<file path="src/hdl/mag_calibrate_tilt_heading_top_macros.svh">
// assertion macros shared by the heading engine
`ifndef MAG_CALIBRATE_TILT_HEADING_TOP_MACROS_SVH
`define MAG_CALIBRATE_TILT_HEADING_TOP_MACROS_SVH

// same-cycle implication, checked on every clock edge outside reset
`define MTH_ASSERT_IMPL(lbl, ante, cons) \
   lbl: assert property (@(posedge clock) disable iff (reset) (ante) |-> (cons)) \
      else $error("heading engine check failed");

// next-cycle implication
`define MTH_ASSERT_NEXT(lbl, ante, cons) \
   lbl: assert property (@(posedge clock) disable iff (reset) (ante) |=> (cons)) \
      else $error("heading engine check failed");

`endif

</file>
<file path="src/hdl/mth_div.sv">
// ----------------------------------------------------------------------------
// mth_div
// Restoring unsigned divider, one quotient bit per cycle.
// ----------------------------------------------------------------------------
module mth_div #(
   parameter int NUM_W = 33,
   parameter int DEN_W = 18
) (
   input  logic             clock,
   input  logic             reset,
   input  logic             start,
   input  logic [NUM_W-1:0] numer,
   input  logic [DEN_W-1:0] denom,
   output logic             done,
   output logic [NUM_W-1:0] quot
);

   localparam int CW = $clog2(NUM_W);

   logic             run_ff, run_in;
   logic             done_ff, done_in;
   logic [CW-1:0]    cnt_ff, cnt_in;
   logic [NUM_W-1:0] q_ff, q_in;
   logic [DEN_W-1:0] rem_ff, rem_in;
   logic [DEN_W-1:0] den_ff, den_in;
   logic [DEN_W:0]   trial;
   logic [DEN_W:0]   diff;

   always_comb begin
      trial   = {rem_ff, q_ff[NUM_W-1]};
      diff    = trial - {1'b0, den_ff};
      run_in  = run_ff;
      done_in = 1'b0;
      cnt_in  = cnt_ff;
      q_in    = q_ff;
      rem_in  = rem_ff;
      den_in  = den_ff;
      if (start) begin
         run_in = 1'b1;
         cnt_in = '0;
         q_in   = numer;
         rem_in = '0;
         den_in = denom;
      end else if (run_ff) begin
         if (trial >= {1'b0, den_ff}) begin
            rem_in = diff[DEN_W-1:0];
            q_in   = {q_ff[NUM_W-2:0], 1'b1};
         end else begin
            rem_in = trial[DEN_W-1:0];
            q_in   = {q_ff[NUM_W-2:0], 1'b0};
         end
         if (cnt_ff == CW'(NUM_W - 1)) begin
            run_in  = 1'b0;
            done_in = 1'b1;
         end else begin
            cnt_in = cnt_ff + 1'b1;
         end
      end
   end

   always_ff @(posedge clock) begin
      if (reset) begin
         run_ff  <= 1'b0;
         done_ff <= 1'b0;
      end else begin
         run_ff  <= run_in;
         done_ff <= done_in;
      end
      cnt_ff <= cnt_in;
      q_ff   <= q_in;
      rem_ff <= rem_in;
      den_ff <= den_in;
   end

   assign done = done_ff;
   assign quot = q_ff;

endmodule

</file>
<file path="config.mk">
export PLATFORM = sky130hd
export DESIGN_NAME = mth_div
export DESIGN_NICKNAME = d
export VERILOG_FILES = /design/src/hdl/mag_calibrate_tilt_heading_top_macros.svh /design/src/hdl/mth_div.sv
export SDC_FILE = /design/constraint.sdc
export NUM_CORES = 1
export LEC_CHECK = 0
export ABC_CLOCK_PERIOD_IN_PS = 3400
export BUFFER_PORTS_ARGS = -buffer_cell sky130_fd_sc_hd__buf_2
export CAP_MARGIN = 20
export CORE_MARGIN = 2
export CORE_UTILIZATION = 54
export CTS_CLUSTER_SIZE = 25
export DETAILED_ROUTE_END_ITERATION = 8
export GPL_TIMING_DRIVEN = 1
export PLACE_DENSITY = 0.8
export SYNTH_ARGS = -nofsm -noshare
export SYNTH_HDL_FRONTEND = slang
export SYNTH_SLANG_ARGS = --single-unit
</file>
<file path="constraint.sdc">
create_clock -name clock -period 3.4 [get_ports clock]
set_input_delay 0 -clock clock [delete_from_list [all_inputs] [get_ports clock]]
set_output_delay 0 -clock clock [all_outputs]
set_load 0.005 [all_outputs]
</file>
==> results.py <==
metrics = {
    "run_status": {
        "status": "finished clean",
    },
    "clocking": {
        "cts_tree": "done",
        "cts.root.buffer_cell": "clkbuf_8",
        "clk_latency_ps": 350,
        "ctsHtreeMaxLevel": 3,
        "clk_pin_slew_ps": 90,
        "cts_sinks": 77,
        "cts_buffer_depth": 2,
        "ctsResizeCount": 0,
        "cts-buffers-inserted": 9,
    },
    "synth": {
        "avgSynthCellArea_um2": 11.4,
        "synth_top_area_share_pct": 38.7,
        "synth.yosys.seq_area_share_pct": 51.8,
        "synth_area_leaders": "edfxtp_1 39%, dfxtp_1 13%, mux2_2 9.1%, ha_1 6.3%, nand2_1 2.8%",
        "yosys.cell_types.count": 48,
        "synth_area_um2": 3960,
        "synthCells": 347,
        "synth_edf_count": 51,
        "ys_warn_count": 0,
        "synth-async-reset-ratio_pct": 0,
        "synth-seq-cells": 77,
        "syn_nets": 422,
        "synthFlopType": "edfxtp_1",
        "yosys.cell_count.top_type": "edfxtp_1",
        "synth_commonest_cells": "51 x edfxtp_1, 32 x mux2_2, 30 x nand2_1",
        "synth_top_cell_by_area": "edfxtp_1",
    },
    "sta": {
        "min_period_ps": 2830,
        "max_freq_mhz": 354,
        "fin_skew_ps": 11.3,
        "fin_hold_ws_ps": 160,
        "setup_tns_ps": 0,
        "worstMarginPinSlew_ps": 962,
        "hold_viol": 0,
        "slew_headroom_pct": 35.7,
        "rsz0062_at_grt": "false",
        "slew_violations": 0,
        "finalSetupViolCount": 0,
        "finalCritPeriodShare_pct": 83.2,
    },
    "drt": {
        "drt_pass1_iterations": 4,
        "wl_per_cell_um": 16.3,
        "vias": 3202,
        "initialDrtViolationCount": 189,
        "ant_nets": 0,
        "wl_mm": 9.68,
        "drc": 0,
        "via_per_inst": 5.40,
    },
    "setup_path": {
        "critPathBufInv": 2,
        "slowest_stage": "a21boi_4",
        "cpPeakStageDelay_ps": 490,
        "cp_top_family": "compound AO/OA/AOI/OAI gates",
        "crit_chain": "inv_1 -> ha_1 -> a21o_1 -> a211o_1 -> a41o_1 -> a21oi_2 -> a21boi_4 -> buf_4 -> mux2i_1 -> o21ai_0",
        "crit_path_start_kind": "register",
        "path_max_fanout": 16,
        "critPathKind": "reg2reg",
        "end_kind": "register",
        "required_ps": 3600,
        "cp.arrival_ps": 3030,
    },
    "grt": {
        "grt_max_degree": 43,
        "grt_pass1_wl_mm": 15.1,
        "antenna_found_initial": 1,
        "grt_pass1_vias": 3228,
        "globalRouteOverflowTotal": 0,
        "grtUsageTotal_pct": 25.2,
    },
    "final_layout": {
        "num-fill-cells": 480,
        "area_growth_pct": 32.2,
        "nets": 563,
        "drive_above_1_share_pct": 28.8,
        "instances_no_fill": 593,
    },
    "job": {
        "maxCapViolations": 0,
    },
    "floorplanning": {
        "die_h_um": 89.6,
        "ios": 88,
        "initial_core_util_pct": 55.2,
        "rows": 31,
        "die_x_um": 89.6,
        "dieArea_um2": 8030,
        "coreArea_um2": 7180,
    },
    "placed_design": {
        "dp_hpwl_mm": 5.90,
        "place_inst": 524,
        "io_buffers": 87,
        "finalWeightedCongestion": 0.890,
    },
    "pwr": {
        "powerDensity_nw_per_um2": 431,
        "p_leak_nw": 2.30,
        "total_power_w": 0.00225,
        "vdd.ir_drop.worst_mv": 0.332,
    },
    "min_path": {
        "hold_path_class": "in2reg",
    },
}
==> cells in the final DEF, fill, tap and decap left out, drive strengths merged, types with 9 or more instances in the layout <==
master,netlist,routed
o21ai,15,15
ha,20,20
dlygate4sd3,0,52
buf,6,91
nor2,20,20
xor2,12,12
mux2,32,32
a21oi,18,18
nand2,30,30
dfxtp,26,26
mux2i,9,9
clkbuf,7,10
inv,23,25
edfxtp,51,51
==> flip-flops by register name, summed over array words and instances, names as in the netlist <==
| name | cells |
|---|---|
| cnt_ff | 6 |
| den_ff | 18 |
| done | 1 |
| quot | 33 |
| rem_ff | 18 |
| run_ff | 1 |
==> worst paths after layout <==
kind	slack (ps)	from	endpoint	cells after the start
max	570	den_ff[16]	rem_ff[1]	10
min	160	start	den_ff[11]	1
max reg2reg	570	den_ff[16]	rem_ff[1]	10
min reg2reg	480	cnt_ff[5]	done	2
==> report_power, final <==
part           internal (W)  switching [W]
Sequential          0.00108      0.0000393
Combinational      0.000180       0.000173
Clock              0.000420       0.000363
Total               0.00168       0.000576
==> cells by family after synthesis <==
family | share of synthesized area [%]
AND/OR/NAND/NOR | 9.61
flip-flops | 51.8
AO/OA/AOI/OAI | 12.5
multiplexers | 11.4
buffers and inverters | 3.66
adder cells (fa/ha/maj) | 6.82
XOR/XNOR | 4.20
==> layer usage <==
metal	up-vias	part of all wire [%]	track usage (%)
met3	10	6.4	7.59
met4	0	1.1	9.36
met5	-	0	0
met1	1510	42	29.4
met2	120	50	43.8
li1	1562	-	-
==> layout make-up <==
type	count	area (um^2)	share of cell area (%)
clock inverter	6	93.8	1.79
clock buffer	10	128	2.44
timing repair buffer	143	986	18.8
multi-input combinational	234	1760	33.7
antenna	1	2.50	0.0478
inverter	23	86.3	1.65
tap	99	124	2.37
sequential	77	2050	39.2
==> timing repair <==
item,CTS,global route
setup buffers,0,0
endpoints found under the hold margin,53,0
hold buffers,52,0
==> metrics by stage <==
step	cell area (um^2)	worst slack (ps)	utilization [%]
3_5_place_dp	4490	613	62.6
4_1_cts	5230	593	72.9
2_1_floorplan	3960	935	-
6_report	5240	572	73.0
3_3_place_gp	4490	655	62.6
5_1_grt	5230	355	72.9
==> worst reg2reg max path: stages, from the launching register on <==
cell	delay, ps
edfxtp_1	320
inv_1	40
ha_1	360
a21o_1	230
a211o_1	290
a41o_1	210
a21oi_2	150
a21boi_4	490
buf_4	300
mux2i_1	190
o21ai_0	100
Power figures use the tool's default switching activity.
